File: src/tlb_page_table_translator_defines.svh
// ---------------------------------------------------------------------------
// TLB page table translator: assertion macros
// Shared concurrent assertion wrappers; empty when building for synthesis.
// ---------------------------------------------------------------------------
`ifndef TLB_PAGE_TABLE_TRANSLATOR_DEFINES_SVH
`define TLB_PAGE_TABLE_TRANSLATOR_DEFINES_SVH

`ifndef SYNTHESIS
// Property must hold at every edge outside reset.
`define TPT_ASSERT(lbl, clk, rst, prop, msg) \
   lbl: assert property (@(posedge clk) disable iff (rst) prop) else $error(msg);
// Expression must never be true outside reset.
`define TPT_ASSERT_NEVER(lbl, clk, rst, expr, msg) \
   lbl: assert property (@(posedge clk) disable iff (rst) !(expr)) else $error(msg);
`else
`define TPT_ASSERT(lbl, clk, rst, prop, msg)
`define TPT_ASSERT_NEVER(lbl, clk, rst, expr, msg)
`endif

`endif

File: src/tpt_pkg.sv
// ---------------------------------------------------------------------------
// TLB page table translator package
// Field widths and the records passed between the translator's units.
// ---------------------------------------------------------------------------
`default_nettype none

package tpt_pkg;

   localparam int VA_W     = 16;
   localparam int PAGE_W   = 8;
   localparam int OFFSET_W = 8;
   localparam int FRAME_W  = 8;
   localparam int CNT_W    = 16;
   localparam int NFF_W    = 9;   // free-frame counter, reaches FRAME_SPAN
   localparam int FRAME_SPAN = 256;
   localparam int PAGE_SPAN  = 256;

   // One page map entry as it sits in memory.
   typedef struct packed {
      logic               valid;
      logic [FRAME_W-1:0] frame;
   } map_entry_type;

   localparam int MAP_ENTRY_W = $bits(map_entry_type);

   // TLB lookup answer.
   typedef struct packed {
      logic               hit;
      logic [FRAME_W-1:0] frame;
   } tlb_lookup_type;

   // TLB fill into the FIFO slot.
   typedef struct packed {
      logic               en;
      logic [PAGE_W-1:0]  page;
      logic [FRAME_W-1:0] frame;
   } tlb_fill_type;

endpackage

`default_nettype wire

File: src/tpt_ram.sv
// ---------------------------------------------------------------------------
// Generic single-port-write RAM
// One write port, one read port with enable and registered read data.
// ---------------------------------------------------------------------------
`default_nettype none

module tpt_ram #(
   parameter int WIDTH = 9,
   parameter int DEPTH = 256
) (
   input  wire logic                                 clock,
   input  wire logic                                 wr_en,
   input  wire logic [(DEPTH > 1 ? $clog2(DEPTH) : 1)-1:0] wr_addr,
   input  wire logic [WIDTH-1:0]                     wr_data,
   input  wire logic                                 rd_en,
   input  wire logic [(DEPTH > 1 ? $clog2(DEPTH) : 1)-1:0] rd_addr,
   output logic      [WIDTH-1:0]                     rd_data
);

   logic [WIDTH-1:0] mem_ff [DEPTH];
   logic [WIDTH-1:0] rd_data_ff;

   always_ff @(posedge clock) begin
      if (wr_en) begin
         mem_ff[wr_addr] <= wr_data;
      end
      if (rd_en) begin
         rd_data_ff <= mem_ff[rd_addr];
      end
   end

   assign rd_data = rd_data_ff;

endmodule

`default_nettype wire

File: src/tpt_pmap.sv
// ---------------------------------------------------------------------------
// Page map store
// Page map RAM with a clearing sweep after reset and a write-to-read bypass.
// ---------------------------------------------------------------------------
`default_nettype none

module tpt_pmap #(
   parameter int PAGE_COUNT = 256
) (
   input  wire logic                           clock,
   input  wire logic                           reset,
   input  wire logic                           rd_en,
   input  wire logic [$clog2(PAGE_COUNT)-1:0]  rd_addr,
   input  wire logic                           wr_en,
   input  wire logic [$clog2(PAGE_COUNT)-1:0]  wr_addr,
   input  wire tpt_pkg::map_entry_type         wr_entry,
   output tpt_pkg::map_entry_type              rd_entry,
   output logic                                clearing
);
   import tpt_pkg::*;

   localparam int MAP_AW = $clog2(PAGE_COUNT);

   logic              clr_active_ff, clr_active_in;
   logic [MAP_AW-1:0] clr_idx_ff, clr_idx_in;
   logic              byp_ff, byp_in;
   map_entry_type     byp_entry_ff;
   logic              ram_wr_en;
   logic [MAP_AW-1:0] ram_wr_addr;
   map_entry_type     ram_wr_entry;
   logic [MAP_ENTRY_W-1:0] ram_rd_data;

   // Sweep writes one invalid entry per cycle until the last index.
   always_comb begin
      clr_active_in = clr_active_ff;
      clr_idx_in    = clr_idx_ff;
      if (clr_active_ff) begin
         clr_idx_in = clr_idx_ff + 1'b1;
         if (clr_idx_ff == MAP_AW'(PAGE_COUNT - 1)) begin
            clr_active_in = 1'b0;
         end
      end
   end

   always_comb begin
      ram_wr_en    = wr_en;
      ram_wr_addr  = wr_addr;
      ram_wr_entry = wr_entry;
      if (clr_active_ff) begin
         ram_wr_en    = 1'b1;
         ram_wr_addr  = clr_idx_ff;
         ram_wr_entry = '0;
      end
   end

   // A read issued in the same cycle as a write to that index sees the new entry.
   assign byp_in = wr_en && (wr_addr == rd_addr);

   always_ff @(posedge clock) begin
      if (reset) begin
         clr_active_ff <= 1'b1;
         clr_idx_ff    <= '0;
      end else begin
         clr_active_ff <= clr_active_in;
         clr_idx_ff    <= clr_idx_in;
      end
   end

   always_ff @(posedge clock) begin
      if (reset) begin
         byp_ff <= 1'b0;
      end else if (rd_en) begin
         byp_ff <= byp_in;
      end
   end

   always_ff @(posedge clock) begin
      if (rd_en) begin
         byp_entry_ff <= wr_entry;
      end
   end

   tpt_ram #(
      .WIDTH (MAP_ENTRY_W),
      .DEPTH (PAGE_COUNT)
   ) u_map_ram (
      .clock   (clock),
      .wr_en   (ram_wr_en),
      .wr_addr (ram_wr_addr),
      .wr_data (ram_wr_entry),
      .rd_en   (rd_en),
      .rd_addr (rd_addr),
      .rd_data (ram_rd_data)
   );

   assign rd_entry = byp_ff ? byp_entry_ff : map_entry_type'(ram_rd_data);
   assign clearing = clr_active_ff;

endmodule

`default_nettype wire

File: src/tpt_tlb.sv
// ---------------------------------------------------------------------------
// TLB array
// Fully associative TLB, lowest matching slot wins, FIFO replacement.
// ---------------------------------------------------------------------------
`default_nettype none

module tpt_tlb #(
   parameter int TLB_ENTRIES = 16
) (
   input  wire logic                       clock,
   input  wire logic                       reset,
   input  wire logic [tpt_pkg::PAGE_W-1:0] lookup_page,
   input  wire tpt_pkg::tlb_fill_type      fill,
   output tpt_pkg::tlb_lookup_type         lookup
);
   import tpt_pkg::*;

   localparam int TLB_AW = (TLB_ENTRIES > 1) ? $clog2(TLB_ENTRIES) : 1;

   logic [PAGE_W-1:0]  page_ff  [TLB_ENTRIES];
   logic [FRAME_W-1:0] frame_ff [TLB_ENTRIES];
   logic [TLB_ENTRIES-1:0] valid_ff;
   logic [TLB_AW-1:0]  ptr_ff, ptr_in;

   // Scan from the top so the lowest matching slot ends up selected.
   always_comb begin
      lookup = '0;
      for (int i = TLB_ENTRIES - 1; i >= 0; i--) begin
         if (valid_ff[i] && (page_ff[i] == lookup_page)) begin
            lookup.hit   = 1'b1;
            lookup.frame = frame_ff[i];
         end
      end
   end

   assign ptr_in = (ptr_ff == TLB_AW'(TLB_ENTRIES - 1)) ? '0 : ptr_ff + 1'b1;

   always_ff @(posedge clock) begin
      if (reset) begin
         valid_ff <= '0;
         ptr_ff   <= '0;
      end else if (fill.en) begin
         valid_ff[ptr_ff] <= 1'b1;
         ptr_ff           <= ptr_in;
      end
   end

   always_ff @(posedge clock) begin
      if (fill.en) begin
         page_ff[ptr_ff]  <= fill.page;
         frame_ff[ptr_ff] <= fill.frame;
      end
   end

endmodule

`default_nettype wire

File: src/tlb_page_table_translator.sv
// ---------------------------------------------------------------------------
// TLB page table translator
// Virtual to physical address translation through a FIFO TLB and page map.
// ---------------------------------------------------------------------------
// Translates one 16-bit virtual address per transfer (page in [15:8], offset
// in [7:0]) and sustains one transfer per cycle while rsp_stall is low. The
// first stage registers the address and reads the page map RAM, the second
// resolves the TLB compare, the page map entry and frame assignment and
// loads the result register. After reset, req_stall stays high while the
// page map is swept to all-invalid, one entry per cycle. A page fault grabs
// the next free frame and installs the mapping in both the page map and the
// TLB slot under the FIFO pointer; when frames run out the fault is flagged
// with out_of_frames, a zero address, and nothing installed. The three
// statistic counters saturate at all ones.
// ---------------------------------------------------------------------------
`default_nettype none
`include "tlb_page_table_translator_defines.svh"

module tlb_page_table_translator #(
   parameter int TLB_ENTRIES = 16,
   parameter int PAGE_COUNT  = 256
) (
   input  wire logic                          clock,
   input  wire logic                          reset,
   // request channel
   input  wire logic                          req_valid,
   output logic                               req_stall,
   input  wire logic [tpt_pkg::VA_W-1:0]      req_virtual_address,
   // response channel
   output logic                               rsp_valid,
   input  wire logic                          rsp_stall,
   output logic [tpt_pkg::VA_W-1:0]           rsp_physical_address,
   output logic [tpt_pkg::FRAME_W-1:0]        rsp_frame_number,
   output logic                               rsp_tlb_hit,
   output logic                               rsp_page_fault,
   output logic                               rsp_out_of_frames,
   output logic [tpt_pkg::CNT_W-1:0]          rsp_translated_count,
   output logic [tpt_pkg::CNT_W-1:0]          rsp_fault_count,
   output logic [tpt_pkg::CNT_W-1:0]          rsp_hit_count
);
   import tpt_pkg::*;

   localparam int MAP_AW      = $clog2(PAGE_COUNT);
   localparam int FRAME_LIMIT = (PAGE_COUNT < FRAME_SPAN) ? PAGE_COUNT : FRAME_SPAN;
   localparam int MAX_QUOT    = PAGE_SPAN / PAGE_COUNT;

   // Page number folded onto the map: parallel compares against each
   // multiple of PAGE_COUNT, then one subtract.
   function automatic logic [MAP_AW-1:0] map_index(input logic [PAGE_W-1:0] page);
      int base;
      base = 0;
      for (int k = 1; k <= MAX_QUOT; k++) begin
         if (int'(page) >= k * PAGE_COUNT) begin
            base = k * PAGE_COUNT;
         end
      end
      return MAP_AW'(int'(page) - base);
   endfunction

   // --- stage 1: accepted address, page map read in flight ---------------
   logic              vld_ff, vld_in;
   logic [VA_W-1:0]   va_ff;
   logic [MAP_AW-1:0] idx_ff, idx_in;

   // --- architectural state ----------------------------------------------
   logic [NFF_W-1:0]  nff_ff, nff_in;
   logic [CNT_W-1:0]  translations_ff, translations_in;
   logic [CNT_W-1:0]  faults_ff, faults_in;
   logic [CNT_W-1:0]  hits_ff, hits_in;

   // --- response register ------------------------------------------------
   logic              rsp_valid_ff, rsp_valid_in;
   logic [VA_W-1:0]   rsp_physical_address_ff, rsp_physical_address_in;
   logic [FRAME_W-1:0] rsp_frame_number_ff, rsp_frame_number_in;
   logic              rsp_tlb_hit_ff, rsp_page_fault_ff, rsp_out_of_frames_ff;

   logic              accept, advance, map_clearing;
   logic [PAGE_W-1:0] page;
   logic [OFFSET_W-1:0] offset;
   tlb_lookup_type    tlb_res;
   tlb_fill_type      tlb_fill;
   map_entry_type     map_entry, map_wr_entry;
   logic              map_wr_en;
   logic              miss, fault, no_frame;
   logic [FRAME_W-1:0] frame;

   // Stage moves on when the response register is empty or being drained.
   assign advance   = vld_ff && (!rsp_valid_ff || !rsp_stall);
   assign req_stall = map_clearing || (vld_ff && !advance);
   assign accept    = req_valid && !req_stall;
   assign idx_in    = map_index(req_virtual_address[VA_W-1 -: PAGE_W]);

   always_comb begin
      vld_in = vld_ff;
      if (accept) begin
         vld_in = 1'b1;
      end else if (advance) begin
         vld_in = 1'b0;
      end
   end

   assign page   = va_ff[VA_W-1 -: PAGE_W];
   assign offset = va_ff[OFFSET_W-1:0];

   tpt_tlb #(
      .TLB_ENTRIES (TLB_ENTRIES)
   ) u_tlb (
      .clock       (clock),
      .reset       (reset),
      .lookup_page (page),
      .fill        (tlb_fill),
      .lookup      (tlb_res)
   );

   tpt_pmap #(
      .PAGE_COUNT (PAGE_COUNT)
   ) u_pmap (
      .clock    (clock),
      .reset    (reset),
      .rd_en    (accept),
      .rd_addr  (idx_in),
      .wr_en    (map_wr_en),
      .wr_addr  (idx_ff),
      .wr_entry (map_wr_entry),
      .rd_entry (map_entry),
      .clearing (map_clearing)
   );

   // --- stage 2: resolve the translation ---------------------------------
   assign miss     = !tlb_res.hit;
   assign fault    = miss && !map_entry.valid;
   assign no_frame = fault && (nff_ff >= NFF_W'(FRAME_LIMIT));

   always_comb begin
      if (tlb_res.hit) begin
         frame = tlb_res.frame;
      end else if (no_frame) begin
         frame = '0;
      end else if (fault) begin
         frame = nff_ff[FRAME_W-1:0];
      end else begin
         frame = map_entry.frame;
      end
   end

   // New mapping goes into the page map only on a serviced fault.
   assign map_wr_en          = advance && fault && !no_frame;
   assign map_wr_entry.valid = 1'b1;
   assign map_wr_entry.frame = nff_ff[FRAME_W-1:0];

   // Every serviced miss refills the FIFO slot.
   assign tlb_fill.en    = advance && miss && !no_frame;
   assign tlb_fill.page  = page;
   assign tlb_fill.frame = frame;

   assign nff_in          = map_wr_en ? nff_ff + 1'b1 : nff_ff;
   assign translations_in = (translations_ff == '1) ? translations_ff
                                                    : translations_ff + 1'b1;
   assign faults_in       = (fault && faults_ff != '1) ? faults_ff + 1'b1 : faults_ff;
   assign hits_in         = (tlb_res.hit && hits_ff != '1) ? hits_ff + 1'b1 : hits_ff;

   assign rsp_physical_address_in = no_frame ? '0 : {frame, offset};
   assign rsp_frame_number_in     = frame;
   assign rsp_valid_in            = advance || (rsp_valid_ff && rsp_stall);

   always_ff @(posedge clock) begin
      if (reset) begin
         vld_ff          <= 1'b0;
         rsp_valid_ff    <= 1'b0;
         nff_ff          <= '0;
         translations_ff <= '0;
         faults_ff       <= '0;
         hits_ff         <= '0;
      end else begin
         vld_ff       <= vld_in;
         rsp_valid_ff <= rsp_valid_in;
         if (advance) begin
            nff_ff          <= nff_in;
            translations_ff <= translations_in;
            faults_ff       <= faults_in;
            hits_ff         <= hits_in;
         end
      end
   end

   always_ff @(posedge clock) begin
      if (accept) begin
         va_ff  <= req_virtual_address;
         idx_ff <= idx_in;
      end
      if (advance) begin
         rsp_physical_address_ff <= rsp_physical_address_in;
         rsp_frame_number_ff     <= rsp_frame_number_in;
         rsp_tlb_hit_ff          <= tlb_res.hit;
         rsp_page_fault_ff       <= fault;
         rsp_out_of_frames_ff    <= no_frame;
      end
   end

   // Counters register the post-increment values, so they double as outputs.
   assign rsp_valid            = rsp_valid_ff;
   assign rsp_physical_address = rsp_physical_address_ff;
   assign rsp_frame_number     = rsp_frame_number_ff;
   assign rsp_tlb_hit          = rsp_tlb_hit_ff;
   assign rsp_page_fault       = rsp_page_fault_ff;
   assign rsp_out_of_frames    = rsp_out_of_frames_ff;
   assign rsp_translated_count = translations_ff;
   assign rsp_fault_count      = faults_ff;
   assign rsp_hit_count        = hits_ff;

   // --- checks -------------------------------------------------------------
   `TPT_ASSERT_NEVER(a_hit_and_fault, clock, reset,
      rsp_valid_ff && rsp_tlb_hit_ff && rsp_page_fault_ff, "TLB hit reported with fault")
   `TPT_ASSERT(a_oof_shape, clock, reset,
      (rsp_valid_ff && rsp_out_of_frames_ff) |-> (rsp_page_fault_ff && rsp_physical_address_ff == '0 && rsp_frame_number_ff == '0),
      "out_of_frames without fault or with nonzero address")
   `TPT_ASSERT_NEVER(a_frame_limit, clock, reset,
      nff_ff > NFF_W'(FRAME_LIMIT), "free-frame counter past the frame limit")
   `TPT_ASSERT_NEVER(a_hits_bounded, clock, reset,
      (hits_ff > translations_ff) || (faults_ff > translations_ff), "counter exceeds translations")
   `TPT_ASSERT_NEVER(a_busy_while_clearing, clock, reset,
      map_clearing && vld_ff, "translation in flight during page map sweep")

endmodule

`default_nettype wire

File: config.mk
export PLATFORM = sky130hd
export DESIGN_NAME = tlb_page_table_translator
export DESIGN_NICKNAME = d
export VERILOG_FILES = /design/src/tpt_pkg.sv /design/src/tpt_ram.sv /design/src/tpt_pmap.sv /design/src/tpt_tlb.sv /design/src/tlb_page_table_translator.sv
export VERILOG_INCLUDE_DIRS = /design/src /design/src/src
export SDC_FILE = /design/constraint.sdc
export NUM_CORES = 2
export LEC_CHECK = 0
export BUFFER_PORTS_ARGS = -buffer_cell sky130_fd_sc_hd__clkbuf_2
export CAP_MARGIN = 20
export CORE_UTILIZATION = 40
export DETAILED_ROUTE_END_ITERATION = 16
export GPL_TIMING_DRIVEN = 0
export PLACE_DENSITY = 0.59
export SLEW_MARGIN = 5
export SYNTH_ARGS = -nofsm -noshare
export SYNTH_HDL_FRONTEND = slang
export SYNTH_SLANG_ARGS = --single-unit
File: constraint.sdc
create_clock -name clock -period 8.5 [get_ports clock]
set_input_delay 0.85 -clock clock [delete_from_list [all_inputs] [get_ports clock]]
set_output_delay 0.85 -clock clock [all_outputs]
set_load 0.05 [all_outputs]
==> impl_metrics.env <==
export IMPL_reg2reg_setup_slack_ps=2000
export IMPL_tritoncts="done"
export IMPL_vias=53800
export IMPL_startpoint_type="flip-flop"
export IMPL_grt_pass1_wl_mm=410
export IMPL_finalWirelength_mm=293
export IMPL_hold_slack_ps=89.8
export IMPL_cp_arrival_ps=7040
export IMPL_fin_cells=9262
export IMPL_overflow=0
export IMPL_post_place_ws_ps=2060
export IMPL_drt_initial_drc_count=6791
export IMPL_htree_levels=5
export IMPL_worst_slew_margin_rel_pct=20.6
export IMPL_start_util_pct=40.3
export IMPL_clk_path_buf_depth=4
export IMPL_ys_warn_count=0
export IMPL_holdCritPathClass="in -> reg"
export IMPL_drc=0
export IMPL_cts_resized=0
export IMPL_p_per_area_nw_per_um2=228
export IMPL_syn_inst=4975
export IMPL_coreArea_um2=263000
export IMPL_clk_pin_slew_ps=60
export IMPL_crit_type="reg -> reg"
export IMPL_rows=188
export IMPL_ys_seq_elements=2709
export IMPL_tns_ps=0
export IMPL_synth_edf_count=2620
export IMPL_drtAntennaViolNets=0
export IMPL_clk_latency_ps=960
export IMPL_reg2reg_depth=11
export IMPL_layout_commonest_cell="edfxtp_1"
export IMPL_period_share_pct=76.5
export IMPL_cts_buffers=302
export IMPL_via_per_inst=5.81
export IMPL_synth_main_ff_cell="edfxtp_1"
export IMPL_cts_sinks=2709
export IMPL_worstPathMaxFanout=17
export IMPL_syn_area_um2=106000
export IMPL_grt_max_degree=113
export IMPL_cts_root_buf="clkbuf_16"
export IMPL_syn2layout_area_growth_pct=16.0
export IMPL_ys_async_sr_fraction_pct=0
export IMPL_die_y_um=516
export IMPL_r2r_start="va_ff[14]"
export IMPL_grt_pass1_vias=53200
export IMPL_hold_start="req_virtual_address[2]"
export IMPL_critPathRequiredTime_ps=9040
export IMPL_pwr_share_clk_pct=45.1
export IMPL_period_minus_slack_ps=6500
export IMPL_postCtsHoldBufs=0
export IMPL_setup_slack_ps=2000
export IMPL_die_width_um=516
export IMPL_dp_cells=8712
export IMPL_irDropWorstVdd_mv=0.182
export IMPL_maxCapViolCount=0
export IMPL_end_kind="flip-flop"
export IMPL_netSwitchingPower_mw=5.71
export IMPL_holdPathEnd="va_ff[2]"
export IMPL_pwr_share_seq_pct=51.7
export IMPL_ys_seq_area_share_pct=76.0
export IMPL_fin_worst_skew_ps=96.6
export IMPL_dp_hpwl_mm=201
export IMPL_portBuffers=96
export IMPL_switching_share_pct=20.4
export IMPL_grt_total_usage_pct=22.0
export IMPL_status="finished clean"
export IMPL_whs_path_depth=1
export IMPL_reg2reg_to="u_pmap.u_map_ram.mem_ff[137][1]"
export IMPL_final_cell_mix="edfxtp_1 (2620), mux4_2 (756), nor2_1 (336)"
export IMPL_slew_violations=0
export IMPL_die_area_um2=267000
export IMPL_clock_fmax_ghz=0.154
export IMPL_finalSetupViolCount=0
export IMPL_avgSynthCellArea_um2=21.3
export IMPL_tightest_slew_ps=1190
export IMPL_hold_viol=0
export IMPL_drive_above_1_share_pct=26.5
export IMPL_p_int_mw=22.2
export IMPL_dpl_cell_area_um2=113000
export IMPL_gp_congestion=0.844
export IMPL_p_leak_nw=39.8
export IMPL_fin_area_um2=123000
export IMPL_postCtsSetupRepairBufs=0
export IMPL_yosysUniqueCellTypes=68
export IMPL_routedWlPerCell_um=31.7
export IMPL_final_nets=5548
export IMPL_pin_count=97
export IMPL_p_comb_share_pct=3.2
export IMPL_grt_antenna_before_repair=16
export IMPL_syn_nets=5005
export IMPL_grt_setup_unrepaired="false"
export IMPL_drt_pass1_iterations=5
## cells in the mapped netlist (27+ instances only)
master | instances | area, um2
mux4_2 | 756 | 17000
a21oi_1 | 52 | 260
nand4_1 | 40 | 250
clkbuf_1 | 163 | 612
nand2_1 | 104 | 390
nand3_1 | 61 | 305
dfxtp_1 | 89 | 1780
inv_1 | 67 | 251
buf_1 | 65 | 244
nor4_1 | 38 | 238
xor2_1 | 49 | 429
nor2_1 | 347 | 1300
xnor2_1 | 113 | 990
nor3_1 | 30 | 150
edfxtp_1 | 2620 | 78700
or3_1 | 27 | 169
o21ai_0 | 37 | 185
## critical path, stage by stage, from the launching register on
cell and delay (ps):
edfxtp_1 860, buf_4 380, buf_6 220, xnor2_1 90
nand4_1 290, nor3_1 160, nor3_4 310, nand4_4 330
o41ai_4 740, nand3_1 880, clkbuf_2 760, nor2_1 1020
## area by class of cell
class,instances,area (um2)
Timing Repair Buffer,239,2860
Clock buffer,385,8060
Antenna cell,5,12.5
Inverter,68,260
Tap cell,3515,4400
Sequential cell,2709,80500
Fill cell,21600,140000
Buffer,263,1160
Clock inverter,143,1360
Multi-Input combinational cell,1935,24200
## worst max-delay path by stage
| stage | from | end | slack [ps] | cells after the start |
|---|---|---|---|---|
| 6_report | va_ff[14] | u_pmap.u_map_ram.mem_ff[137][1] | 2000 | 11 |
| 5_1_grt | va_ff[12] | u_pmap.u_map_ram.mem_ff[251][3] | 1860 | 11 |
| 4_1_cts | va_ff[14] | u_pmap.u_map_ram.mem_ff[139][5] | 2060 | 11 |
| 3_5_place_dp | req_virtual_address[8] | u_pmap.u_map_ram.rd_data[3] | 2060 | 9 |
| 3_3_place_gp | u_pmap.clearing | u_pmap.u_map_ram.mem_ff[236][3] | -9080 | 3 |
| 2_1_floorplan | u_pmap.clearing | u_pmap.u_map_ram.mem_ff[0][4] | 4 | 3 |
## kinds of logic (layout without fill, tap and decap cells)
group           count (synthesis)  count (layout)  share of synthesized area (%)
mux                           780             780                           16.3
other cells                     0               5                              0
compound gates                240             240                           1.56
fa+ha+maj                      10              10                          0.118
simple gates                  743             743                           3.34
buf+inv                       331            1098                           1.29
flops                        2709            2709                           76.0
xor+xnor                      162             162                           1.34
## routing by layer
| metal | vias up | wire, um | global-route usage [%] |
|---|---|---|---|
| li1 | 21800 | - | - |
| met1 | 29000 | 122000 | 31.0 |
| met2 | 2504 | 137000 | 33.7 |
| met3 | 414 | 27200 | 5.59 |
| met4 | 14 | 7920 | 6.47 |
| met5 | - | 103 | 0.0360 |
## sequential cells by signal (all words and copies together) (netlist names)
signal                    count
u_pmap.u_map_ram.mem_ff    2304
u_tlb.frame_ff              128
u_tlb.page_ff               128
rsp_fault_count              16
rsp_hit_count                16
rsp_physical_address         16
rsp_translated_count         16
u_tlb.valid_ff               16
va_ff                        16
nff_ff                        9
u_pmap.u_map_ram.rd_data      9
rsp_frame_number              8
u_pmap.byp_entry_ff           8
u_pmap.clr_idx_ff             8
u_tlb.ptr_ff                  4
rsp_out_of_frames             1
rsp_page_fault                1
rsp_tlb_hit                   1
rsp_valid                     1
u_pmap.byp_ff                 1
u_pmap.clearing               1
vld_ff                        1
## power groups by stage
stage	Combinational, mW	Clock, mW	Sequential (mW)
3_5_place_dp	0.882	0	14.7
3_3_place_gp	0.856	0	14.7
2_1_floorplan	0.480	0	14.7
5_1_grt	0.912	13.3	14.4
4_1_cts	0.884	12.8	14.4
6_report	0.892	12.6	14.4
## metrics by stage
step                util [%]  total power [mW]
detailed placement      43.0              15.6
CTS                     46.6              28.1
finish                  46.7              27.9
global placement        42.1              15.6
floorplan                  -              15.2
global route            46.7              28.6
(Power assumes the default switching activity.)
